[src/rrss_pkg.sv]
// shared types and constants for the range reverse sum sequence unit
`default_nettype none
package rrss_pkg;
   localparam int MaxElements = 4096;
   localparam int AddrWidth = $clog2(MaxElements);
   localparam int LenWidth = AddrWidth + 1;
   localparam int ValueWidth = 32;
   localparam int SumWidth = 44;

   localparam logic [1:0] OpLoad = 2'd0;
   localparam logic [1:0] OpReverse = 2'd1;
   localparam logic [1:0] OpSum = 2'd2;

   typedef struct packed {
      logic [1:0] operation;
      logic [AddrWidth-1:0] range_start;
      logic [LenWidth-1:0] range_end;
      logic signed [ValueWidth-1:0] load_value;
   } req_type;

   typedef struct packed {
      logic signed [SumWidth-1:0] range_sum;
      logic status;
   } rsp_type;

   typedef enum logic [2:0] {
      ST_IDLE,
      ST_RD_LO,
      ST_RD_HI,
      ST_WR_LO,
      ST_WR_HI,
      ST_SUM_RD,
      ST_SUM_ACC,
      ST_DONE
   } state_type;

   // controller to datapath commands
   typedef struct packed {
      logic capture;
      logic load_write;
      logic read_lo;
      logic read_hi;
      logic hold_lo;
      logic write_lo;
      logic write_hi;
      logic step;
      logic acc_clear;
      logic acc_add;
      logic respond;
      logic reject;
   } cmd_type;

   // datapath to controller status
   typedef struct packed {
      logic bad;
      logic [1:0] operation;
      logic more;
   } stat_type;
endpackage
`default_nettype wire

[src/rrss_ctrl.sv]
// controller state machine for load, reverse and sum
`default_nettype none
module rrss_ctrl (
   input wire logic clock,
   input wire logic reset,
   input wire logic start,
   output logic busy,
   output rrss_pkg::cmd_type cmd,
   input wire rrss_pkg::stat_type stat
);
   rrss_pkg::state_type state_ff, state_in;

   // state register
   always_ff @(posedge clock) begin
      if (reset) begin
         state_ff <= rrss_pkg::ST_IDLE;
      end else begin
         state_ff <= state_in;
      end
   end

   // next state and commands
   always_comb begin
      state_in = state_ff;
      cmd = '0;
      busy = (state_ff != rrss_pkg::ST_IDLE);
      case (state_ff)
         rrss_pkg::ST_IDLE: begin
            // capture the item, decode it in the next cycle
            if (start) begin
               cmd.capture = 1'b1;
               state_in = rrss_pkg::ST_DONE;
            end
         end
         rrss_pkg::ST_DONE: begin
            // dispatch on captured item
            if (stat.bad) begin
               cmd.respond = 1'b1;
               cmd.reject = 1'b1;
               state_in = rrss_pkg::ST_IDLE;
            end else if (stat.operation == rrss_pkg::OpLoad) begin
               cmd.load_write = 1'b1;
               cmd.respond = 1'b1;
               state_in = rrss_pkg::ST_IDLE;
            end else if (stat.operation == rrss_pkg::OpReverse) begin
               if (stat.more) begin
                  cmd.read_lo = 1'b1;
                  state_in = rrss_pkg::ST_RD_LO;
               end else begin
                  cmd.respond = 1'b1;
                  state_in = rrss_pkg::ST_IDLE;
               end
            end else begin
               cmd.acc_clear = 1'b1;
               cmd.read_lo = 1'b1;
               state_in = rrss_pkg::ST_SUM_RD;
            end
         end
         rrss_pkg::ST_RD_LO: begin
            // low element is on the read port now
            cmd.hold_lo = 1'b1;
            cmd.read_hi = 1'b1;
            state_in = rrss_pkg::ST_RD_HI;
         end
         rrss_pkg::ST_RD_HI: begin
            cmd.write_lo = 1'b1;
            state_in = rrss_pkg::ST_WR_LO;
         end
         rrss_pkg::ST_WR_LO: begin
            cmd.write_hi = 1'b1;
            cmd.step = 1'b1;
            state_in = rrss_pkg::ST_WR_HI;
         end
         rrss_pkg::ST_WR_HI: begin
            if (stat.more) begin
               cmd.read_lo = 1'b1;
               state_in = rrss_pkg::ST_RD_LO;
            end else begin
               cmd.respond = 1'b1;
               state_in = rrss_pkg::ST_IDLE;
            end
         end
         rrss_pkg::ST_SUM_RD: begin
            cmd.step = 1'b1;
            state_in = rrss_pkg::ST_SUM_ACC;
         end
         rrss_pkg::ST_SUM_ACC: begin
            cmd.acc_add = 1'b1;
            if (stat.more) begin
               cmd.read_lo = 1'b1;
               state_in = rrss_pkg::ST_SUM_RD;
            end else begin
               state_in = rrss_pkg::ST_IDLE;
               cmd.respond = 1'b1;
            end
         end
         default: state_in = rrss_pkg::ST_IDLE;
      endcase
   end

   // a new item is only taken when idle
   assert property (@(posedge clock) disable iff (reset)
      cmd.capture |-> state_ff == rrss_pkg::ST_IDLE)
      else $error("capture outside idle");
   // exactly one response per dispatch path ends in idle
   assert property (@(posedge clock) disable iff (reset)
      cmd.respond |=> state_ff == rrss_pkg::ST_IDLE)
      else $error("response without return to idle");
   // writes never overlap
   assert property (@(posedge clock) disable iff (reset)
      !(cmd.write_lo && cmd.write_hi) && !(cmd.load_write && cmd.write_hi))
      else $error("overlapping writes");
endmodule
`default_nettype wire

[config.mk]
export PLATFORM = sky130hd
export DESIGN_NAME = rrss_ctrl
export DESIGN_NICKNAME = d
export VERILOG_FILES = /design/src/rrss_pkg.sv /design/src/rrss_ctrl.sv
export SDC_FILE = /design/constraint.sdc
export NUM_CORES = 1
export LEC_CHECK = 0
export BUFFER_PORTS_ARGS = -buffer_cell sky130_fd_sc_hd__buf_4
export CAP_MARGIN = 20
export CORE_AREA = 2 2 39 41
export DETAILED_ROUTE_END_ITERATION = 7
export DIE_AREA = 0 0 41 43
export GPL_TIMING_DRIVEN = 0
export PLACE_DENSITY = 0.6
export SLEW_MARGIN = 20
export SYNTH_ARGS = -nofsm -noshare
export SYNTH_HDL_FRONTEND = slang
export SYNTH_SLANG_ARGS = --single-unit
[constraint.sdc]
create_clock -name clock -period 2.77 [get_ports clock]
set_input_delay 0.1385 -clock clock [delete_from_list [all_inputs] [get_ports clock]]
set_output_delay 0.1385 -clock clock [all_outputs]
set_load 0.02 [all_outputs]
Word-level counts from Yosys, hierarchy flattened
Cells that the tools add are included.
- equal/unequal tests: 9
- mux-type cells: 32
- reduce and logical (&&, ||, !) cells: 5
- operators with widths (kind ; count):
    3-bit case mux with 8 select lines ; 1
    1-bit 2-to-1 mux ; 22
    3-bit 2-to-1 mux ; 5
    3-bit equality test, second input constant ; 4
    3-bit by 2-bit equality test with 1-bit output, second input constant ; 2
    2-bit 2-to-1 mux ; 2
    1-bit case mux with 2 select lines ; 2
    2-bit OR reduction ; 2
    3-bit by 1-bit equality test with 1-bit output, second input constant ; 1
    3-bit zero test ; 1
    3-bit nonzero test ; 1
    2-bit by 1-bit equality test with 1-bit output, second input constant ; 1
    2-bit zero test ; 1
    2-bit inequality test, second input constant ; 1
- bits in registers: 3
- word-level logic and storage cells: 47
- output and inout bits: 13

Longest topological paths before layout
Gate-level depths: netlist of run 1.
- depth after elaboration: 5
- depth in mapped cells: 4
- depth with buffers taken out: 3

Worst setup path before layout of run 1
Ideal clock, no wire load.
- kind: flip-flop to output port
- from: reg state_ff[1]
- to: out cmd[8] (netlist bit)
- path slack: 1416 ps
- buffers on the path: 2
- data required time: 2632 ps
- cell stages (with the launch flop): 5
- arrival: 1216 ps
- path through: dfxtp_1 -> buf_6 -> or2b_1 -> nor2_1 -> buf_4
- RTL lines (what ; RTL line ; RTL):
    from (decl) ; rrss_ctrl.sv:11 ; rrss_pkg::state_type state_ff, state_in;
    from (signal assigned) ; rrss_ctrl.sv:16 ; state_ff <= rrss_pkg::ST_IDLE;
    from (signal assigned) ; rrss_ctrl.sv:18 ; state_ff <= state_in;
    to (decl) ; rrss_ctrl.sv:8 ; output rrss_pkg::cmd_type cmd,

==> results.md, run 1 <==
- The run finished with clean final reports.
- The final worst setup slack is 1290 ps.
- The cell count of the worst hold path is 2.
- For the pin with the worst max-slew slack, the measured transition is 217.5 ps.
- The tree is rooted in a clkbuf_4.
- The kind of start point of the critical path is a register.
- The path class of the lowest-slack min-delay path is in -> reg.
- The layout has 158 filler cells.
- The share of the core filled with cells in the final layout is 0.3752.
- The signal on the critical path passes through buf_6, or2b_1, nor2_1, buf_4, buf_4.
- The detailed-route wire length is 813 um.
- The fraction of the cycle the final worst path needs is 0.5342.
- Across the VDD grid, the largest voltage drop is 0.0003073 V.
- The number of antenna cells inserted is 0.
- The starting DRC count in detailed routing is 8.
- Routability-driven placement finished with a final weighted congestion of 0.6762.
- By count the netlist is led by 9 x nor2_1, 5 x a21oi_1, 5 x inv_1, 3 x dfxtp_1.
- For the final routed database, the setup TNS stands at 0 ps.
- The register containing the most flip-flops in the final layout is state_ff.
- The H-tree depth is 1.
- The global route total overflow is 0.
- The number of placed instances, taps included, is 83.
- The clock edge transition at the registers on the reported setup and hold paths is 30 ps.
- The first detailed-routing pass took 4 iterations.
- In the synthesized netlist, the number of instances is 48.
- The count of instances resized after the clock tree is built is 0.
- The final-stage net count is 79.
- The largest single stage delay on the critical path is 300 ps.
- Routed signal wires occupy layers up through met3.
- The number of sinks on the clock net is 3.
- The count of maximum capacitance violations is 0.
- The number of buffers inserted to repair setup after CTS is 0.
- The die covers 0.001763 sq mm.
- The worst pin sits at a relative slew slack of 0.8539.
- In the detailed route, the total length drawn on met2 is 367 um.
- From left edge to right edge, the die measures 41 um.
- In the post-synthesis netlist, the biggest area contributors are dfxtp_1 18%, nor2_1 10%, a21oi_1 7.6%.
- The largest registers in the layout are state_ff x3.
- The number of library cell types mapped by synthesis is 24.
- Each instance of the synthesized netlist takes up on average 6.882 sq um.
- Clock tree synthesis inserted a total of 3 buffers.
- The final count of negative-setup-slack endpoints is 0.
- The arrival time of data at the critical path endpoint is 1340 ps.
- The maximum fanout along the worst path is 9.
- The count of port buffers added during placement is 19.
- The register area share after synthesis is 0.1818.
- The floorplan row count is 14.
- Synthesis inferred 3 register bits.
- The fraction of registers with async set or reset after synthesis is 0.
- For this run, the number of Yosys warnings is 0.
- In the final routing, the length of wire on met1 measures 367 um.
- In the global route stage, overall resource usage came out at 0.1022.
- The residual antenna-violating net count after detailed routing is 0.
- Of the cells placed in the final design, the portion with a size suffix greater than 1 is 0.3944.
- The number of buffers between clock root and the deepest sink is 2.
- The ratio of total power to cell area is 716.8 mW/mm^2.
- The hold violation count in the final report was 0.
- In this run the count of I/O pins placed on the die edge is 20.
- The number of antenna violations at the first check in global routing was 0.
- Leaving out filler cells and counting taps, the final layout contains 87.
- The class of the most critical setup path is reg -> out.
- The clock tree from TritonCTS is done.
- The count of flip-flops with a built-in enable after synthesis is 0.
- The number of cells traversed by the worst register-to-register path is 4.
- The area of the placeable core is 0.001384 sq mm.
- In the routed layout, each cell is associated on average with a via count of 4.494.
- The detailed router placed 391 vias in this run.
- The die is 43 um tall.
- The number of max-slew violations in the final report is 0.
- STA classifies the critical path endpoint as an output port.
- The post-synthesis instance area is 330.3 sq um.
- In the routed design, unresolved DRC markers number 0.
- The achievable frequency is 0.6758 GHz.
- The number of flip-flops in the largest register is 3.
- In the final routed layout, each cell accounts on average for 9.345 um.
- The post-placement setup slack is 1529 ps.
- The critical path required time is 2630 ps.
- The synthesized design spends more area on one cell type than any other, namely dfxtp_1.
- The time the final worst path needs with I/O delays and setup is 1480 ps.
- The first global-routing pass estimated 1235 um of wire.
- The share of synthesized area in the top cell type comes to 0.1818.
- The library cell with the highest instance count after synthesis is nor2_1.
- The synthesis-to-layout area growth is 57.20%.
- The net count after synthesis is 55.
- The met3 wirelength from detailed routing is 79 um.
- The maximum number of pins on one net before global-route repair is 11.
- The number of global-route vias before repair is 320.
- The primary flip-flop cell chosen by synthesis mapping is dfxtp_1.
- For this design the static power due to leakage is 0.2868 nW.
- The initial utilization of the core area, before any placement, comes to 0.2387.
- The setup skew after layout is 0.1897 ps.
- In this design, the critical path's most frequently occurring cell is buf_4.
- Setup repair after global routing left no endpoint under its margin.
- The largest individual stage delay along the critical path comes from the cell dfxtp_1.
- The clock latency reported for the late side of the worst-skew pair is 230 ps.
- The wire-length estimate of the detail-placed layout is 661 um.
- The number of hold buffers added after CTS is 0.
placed cells by master (no fill, tap or decap), types with 2 or more instances in the layout:
master,count
a21oi_1,5
and2_1,2
buf_4,20
buf_6,2
clkbuf_4,3
dfxtp_1,3
inv_1,5
nand2_1,2
nand3b_1,2
nor2_1,9
nor3_1,2
o21ai_0,2
report_power, final:
part | leakage, nW | switching (mW) | internal, mW
Clock | 0.0150 | 0.0206 | 0.0538
Combinational | 0.247 | 0.125 | 0.103
Sequential | 0.0250 | 0.0136 | 0.0553
kinds of logic (layout without fill, tap and decap cells):
kind of cell           Yosys count  after routing  share of synthesized area
AO/OA/AOI/OAI                   12             12                     0.2235
XOR/XNOR                         1              1                    0.02652
buffers and inverters            9             32                     0.1629
flip-flops                       3              3                     0.1818
AND/OR/NAND/NOR                 23             23                     0.4053
stage by stage:
step	hold slack, ps	power (mW)	area, sq um
after floorplan	207.6	0.2229	330.3
after global placement	307.8	0.2971	493.0
after detailed placement	309.7	0.3006	493.0
after CTS	66.03	0.3785	519.2
after global routing	67.28	0.4023	519.2
final	74.36	0.3722	519.2
worst max-delay path, delay by kind of cell, from the launching register on:
family | cells | cell delay (ps)
buffers and inverters | 3 | 380
DFF | 1 | 300
and+or+nand+nor | 2 | 430
routing by layer:
layer / global-route usage / up-vias
met5: 0 / -
met4: 0.02000 / 0
met3: 0.06283 / 0
met2: 0.1438 / 15
met1: 0.1310 / 169
li1: - / 207
worst paths after layout:
| path | endpoint | from | slack [ps] |
|---|---|---|---|
| worst max-delay path | cmd[8] | state_ff[1] | 1290 |
| worst min register to register | state_ff[2] | state_ff[0] | 690 |
| worst min-delay path | state_ff[1] | reset | 70 |
| worst max register to register | state_ff[2] | state_ff[1] | 1750 |
layout make-up:
cell class,instances,area [sq um],share of cell area
Timing Repair Buffer,19,142.6,0.2747
Inverter,5,18.77,0.03614
Multi-Input combinational cell,36,216.5,0.4169
Sequential cell,3,60.06,0.1157
Clock buffer,4,26.28,0.05060
Tap cell,16,20.02,0.03855
Buffer,4,35.03,0.06747
(Power assumes the default switching activity.)
==> run 2, diff against run 1 <==
--- a/config.mk
+++ b/config.mk
@@ -5,13 +5,14 @@
 export SDC_FILE = /design/constraint.sdc
 export NUM_CORES = 1
 export LEC_CHECK = 0
+export ABC_AREA = 1
 export BUFFER_PORTS_ARGS = -buffer_cell sky130_fd_sc_hd__buf_4
 export CAP_MARGIN = 20
 export CORE_AREA = 2 2 39 41
 export DETAILED_ROUTE_END_ITERATION = 7
 export DIE_AREA = 0 0 41 43
 export GPL_TIMING_DRIVEN = 0
-export PLACE_DENSITY = 0.6
+export PLACE_DENSITY = 0.57
 export SLEW_MARGIN = 20
 export SYNTH_ARGS = -nofsm -noshare
 export SYNTH_HDL_FRONTEND = slang
==> constraint.sdc (replaced) <==
create_clock -name clock -period 1.3 [get_ports clock]
set_input_delay 0.065 -clock clock [delete_from_list [all_inputs] [get_ports clock]]
set_output_delay 0.065 -clock clock [all_outputs]
set_load 0.02 [all_outputs]
==> run 2 against run 1 <==
Against the previous run: die area unchanged; critical path depth unchanged; via count down 5.6%; non-clock buffer count down 3; highest routed layer unchanged; wire length down 6.8%; synthesized area down 18%; cell count up 3.4%; sequential share of layout area up 2.4 points; clock skew up 2.6 ps; first-iteration DRC count down 25%; sequential cell count unchanged; synthesized cell count up 6.3%.
==> results.md, run 2 <==
- The residual antenna-violating net count after detailed routing is 0 (unchanged).
- The share of synthesized cell area in full adder, half adder and majority cells was 0 (unchanged).
- The worst voltage drop across the vdd grid is 0.001088 V (+250%).
- The most common cell after layout, fill and taps aside is buf_4.
- The maximum number of pins on one net before global-route repair is 7 (-4).
- The die area was 0.001763 sq mm (unchanged).
- The largest registers in the layout are state_ff x3.
- The largest total area in the synthesized netlist belongs to dfxtp_1.
- Yosys attributes the largest share of cell area to dfxtp_1 22%, nand2_1 19%, nor2_1 15%.
- The worst setup path is captured at an output port.
- Setup repair after global routing left no endpoint under its margin.
- The count of TritonRoute iterations in the first routing pass is 3 (-1).
- The count of flip-flops with a built-in enable after synthesis is 0 (unchanged).
- The number of buffers inserted to repair setup after CTS is 0 (unchanged).
- The via total after detailed routing is 369 (-5.6%).
- The number of hold buffers added after CTS is 0 (unchanged).
- The global route total overflow is 0 (unchanged).
- For this run, the leading register cell type out of synthesis is dfxtp_1.
- The routed design could run at a clock period as short as 1200 ps.
- The number of antenna cells inserted is 0 (unchanged).
- The longest individual stage delay on the worst path was 370 ps (+70 ps).
- The detailed-route wire length was 758 um (-6.8%).
- The post-placement cell area is 432.9 sq um (-12%).
- The average via count per standard cell is 4.100 (-8.8%).
- The largest individual stage delay along the critical path comes from the cell dfxtp_4.
- The routed length per instance came to 8.422 um (-9.9%).
- The register containing the most flip-flops in the final layout is state_ff.
- The leakage dissipation is 0.2799 nW (-2.4%).
- The setup path with the least slack is of type reg -> out.
- The layout filler cell count is 154 (-2.5%).
- The synthesis-stage register bit count was 3 (unchanged).
- In the layout the commonest cells are 20 x buf_4, 14 x nand2_1, 10 x nor2_1.
- The estimated wirelength of the detail-placed design was 608.9 um (-7.9%).
- The complex-gate fraction of the synthesized area came to 0.09259 (-0.1309).
- The critical path required time was 1240 ps (-1390 ps).
- The area fraction in and, or, nand and nor cells after synthesis is 0.5046 (+0.09933).
- The final design area excluding fillers is 474.2 sq um (-8.7%).
- The last weighted congestion value of the routability-driven placer came to 0.7590 (+12%).
- The final-stage net count is 82 (+3.8%).
- The family with the most delay on the worst path is flip-flops.
- The sequential power share is 0.202 (+0.017).
- The critical path buffer and inverter count is 3 (unchanged).
- The arrival time of data at the critical path endpoint is 1140 ps (-200 ps).
- The measured slew at the worst slew-check pin came to 192.8 ps (-24.70 ps).
- The residual DRC count is 0 (unchanged).
- The net switching power of the design is 0.5383 mW (+240%).
- The combined global-route utilization of all metal layers is 0.09930 (-0.002907).
- nand2_1 is the most common cell in the netlist.
- Static timing analysis puts the maximum clock frequency at 0.8331 GHz.
- The count of port buffers added during placement is 19 (unchanged).
- The internal power is 0.5504 mW (+160%).
- The number of buffers between clock root and the deepest sink came to 2 (unchanged).
- The post-synthesis instance area was 270.3 sq um (-18%).
- The xor and xnor fraction of the mapped netlist area is 0 (-0.02652).
- The number of warnings issued by yosys is 0 (unchanged).
- The number of global-route vias before repair is 309 (-3.4%).
- The share of final-layout standard cells stronger than drive strength 1 came to 0.4459 (+0.05158).
- The number of flip-flops in the largest register came to 3 (unchanged).
- The final count of negative-setup-slack endpoints was 0 (unchanged).
- The setup skew after layout was 2.814 ps (+2.624 ps).
- The worst hold path belongs to the class in -> reg.
- The synthesized area per cell is 5.299 sq um (-23%).
- The count of maximum capacitance violations came to 0 (unchanged).
- The effective utilization at floorplan is 0.1953 (-0.04340).
- The run finished with clean final reports.
- Dividing the final minimum period by the clock period gives 0.9233.
- STA classifies the critical path startpoint as a register.
- The maximum fanout along the worst path is 6 (-3).
- The height of the die is 43 um (unchanged).
- The combinational family with the most area after synthesis is simple AND/OR/NAND/NOR gates.
- The H-tree depth was 1 (unchanged).
- The chip width was 41 um (unchanged).
- The floorplan row count was 14 (unchanged).
- The number of library cell types mapped by synthesis was 13 (-46%).
- The number of top-level design ports is 20 (unchanged).
- The total power of the final layout was 1.089 mW (+190%).
- The starting DRC count in detailed routing is 6 (-2).
- The area fraction of the dominant cell type after synthesis is 0.2222 (+0.04040).
- The clock latency reported for the late side of the worst-skew pair is 230 ps (about the same).
- The hold violation count in the final report is 0 (unchanged).
- The first-pass GRT wire length is 1207 um (-2.3%).
- The fraction of registers with async set or reset after synthesis is 0 (unchanged).
- The number of instances in the synthesized netlist is 51 (+6.3%).
- The number of placed cells counting well taps is 86 (+3.6%).
- The register area share after synthesis is 0.2222 (+0.04040).
- The number of buffers created by CTS is 3 (unchanged).
- The setup TNS is 0 ps (unchanged).
- The worst slew margin relative to its limit is 0.8704 (+0.01651).
- By count the netlist is led by 14 x nand2_1, 11 x nor2_1, 9 x inv_1, 4 x nand3_1, 3 x dfxtp_1.
- The switching power as a share of total power is 0.4944 (+0.06549).
- The synthesis-to-layout area growth is 75.46%.
- The number of sinks on the clock net is 3 (unchanged).
- The ratio of total power to cell area came to 2296 mW/mm^2 (+220%).
- The number of antenna violations at the first check in global routing is 0 (unchanged).
- The clock share of power came to 0.146 (-0.054).
- The clock edge transition at the registers on the reported setup and hold paths is 40 ps (about the same).
- The number of max-slew violations in the final report is 0 (unchanged).
- Walking the worst path, the cells encountered are inv_2, nor2_2, inv_1, o22ai_1, buf_4.
- The post-route non-filler standard cell count is 90 (+3.4%).
- The combinational fraction of design power is 0.651 (+0.036).
- The cell sitting at the root of the clock tree is a clkbuf_4.
- The net count after synthesis is 58 (+5.5%).
- The mux contribution to synthesized area was 0 (unchanged).
- The area of the placeable core is 0.001384 sq mm (unchanged).
- TritonCTS built the clock tree.
[run 2: layout make-up]
| type | instances | area, sq um | share of cell area |
|---|---|---|---|
| Timing Repair Buffer | 19 | 142.6 | 0.3008 |
| Tap cell | 16 | 20.02 | 0.04222 |
| Inverter | 11 | 41.29 | 0.08707 |
| Clock buffer | 4 | 26.28 | 0.05541 |
| Multi-Input combinational cell | 36 | 170.2 | 0.3588 |
| Sequential cell | 3 | 66.31 | 0.1398 |
| Buffer | 1 | 7.507 | 0.01583 |
[run 2: path summary, 6_finish.rpt]
kind | from | end | slack [ps] | cells past startpoint
max | state_ff[2] | cmd[1] | 100 | 5
max reg2reg | state_ff[1] | state_ff[2] | 300 | 7
min reg2reg | state_ff[0] | state_ff[1] | 610 | 2
min | reset | state_ff[2] | 120 | 4
[run 2: logic make-up (layout without fill, tap and decap cells)]
logic type | Yosys count | in the layout
AOI/OAI and AO/OA | 4 | 4
buffers and inverters | 12 | 35
and+or+nand+nor | 32 | 32
DFF | 3 | 3
[run 2: power by group through the flow]
| stage | logic [mW] | registers [mW] | clock network, mW |
|---|---|---|---|
| floorplan | 0.456 | 0.188 | 0 |
| global placement | 0.707 | 0.198 | 0 |
| detailed placement | 0.704 | 0.203 | 0 |
| CTS | 0.708 | 0.205 | 0.166 |
| global route | 0.778 | 0.231 | 0.182 |
| finish | 0.709 | 0.220 | 0.159 |
[run 2: worst register-to-register path: cells and delay by family, from the launching register on]
family	cells	cell delay, ps
flip-flops	1	360
AND/OR/NAND/NOR	6	460
buffers and inverters	1	70
[run 2: metal layers]
metal  wire (um)  share of wire  global-route usage
met1         326           0.43              0.1314
met2         384           0.51              0.1438
met3          47          0.062             0.06283
met4           0              0                   0
met5           0              0                   0
[run 2: per-stage QoR]
stage	worst slack (ps)	hold WS, ps	utilization
after floorplan	59.06	212.4	-
after global placement	264.5	360.7	0.3128
after detailed placement	241.6	373.5	0.3128
after CTS	22.69	125.4	0.3327
after global routing	10.42	143.4	0.3427
final	99.71	122.7	0.3427
[run 2: repair_timing]
action                     4_1_cts  5_1_grt
resized for setup                1        5
pin swaps                        0        0
setup endpoints to repair        2        4
cloned                           0        0
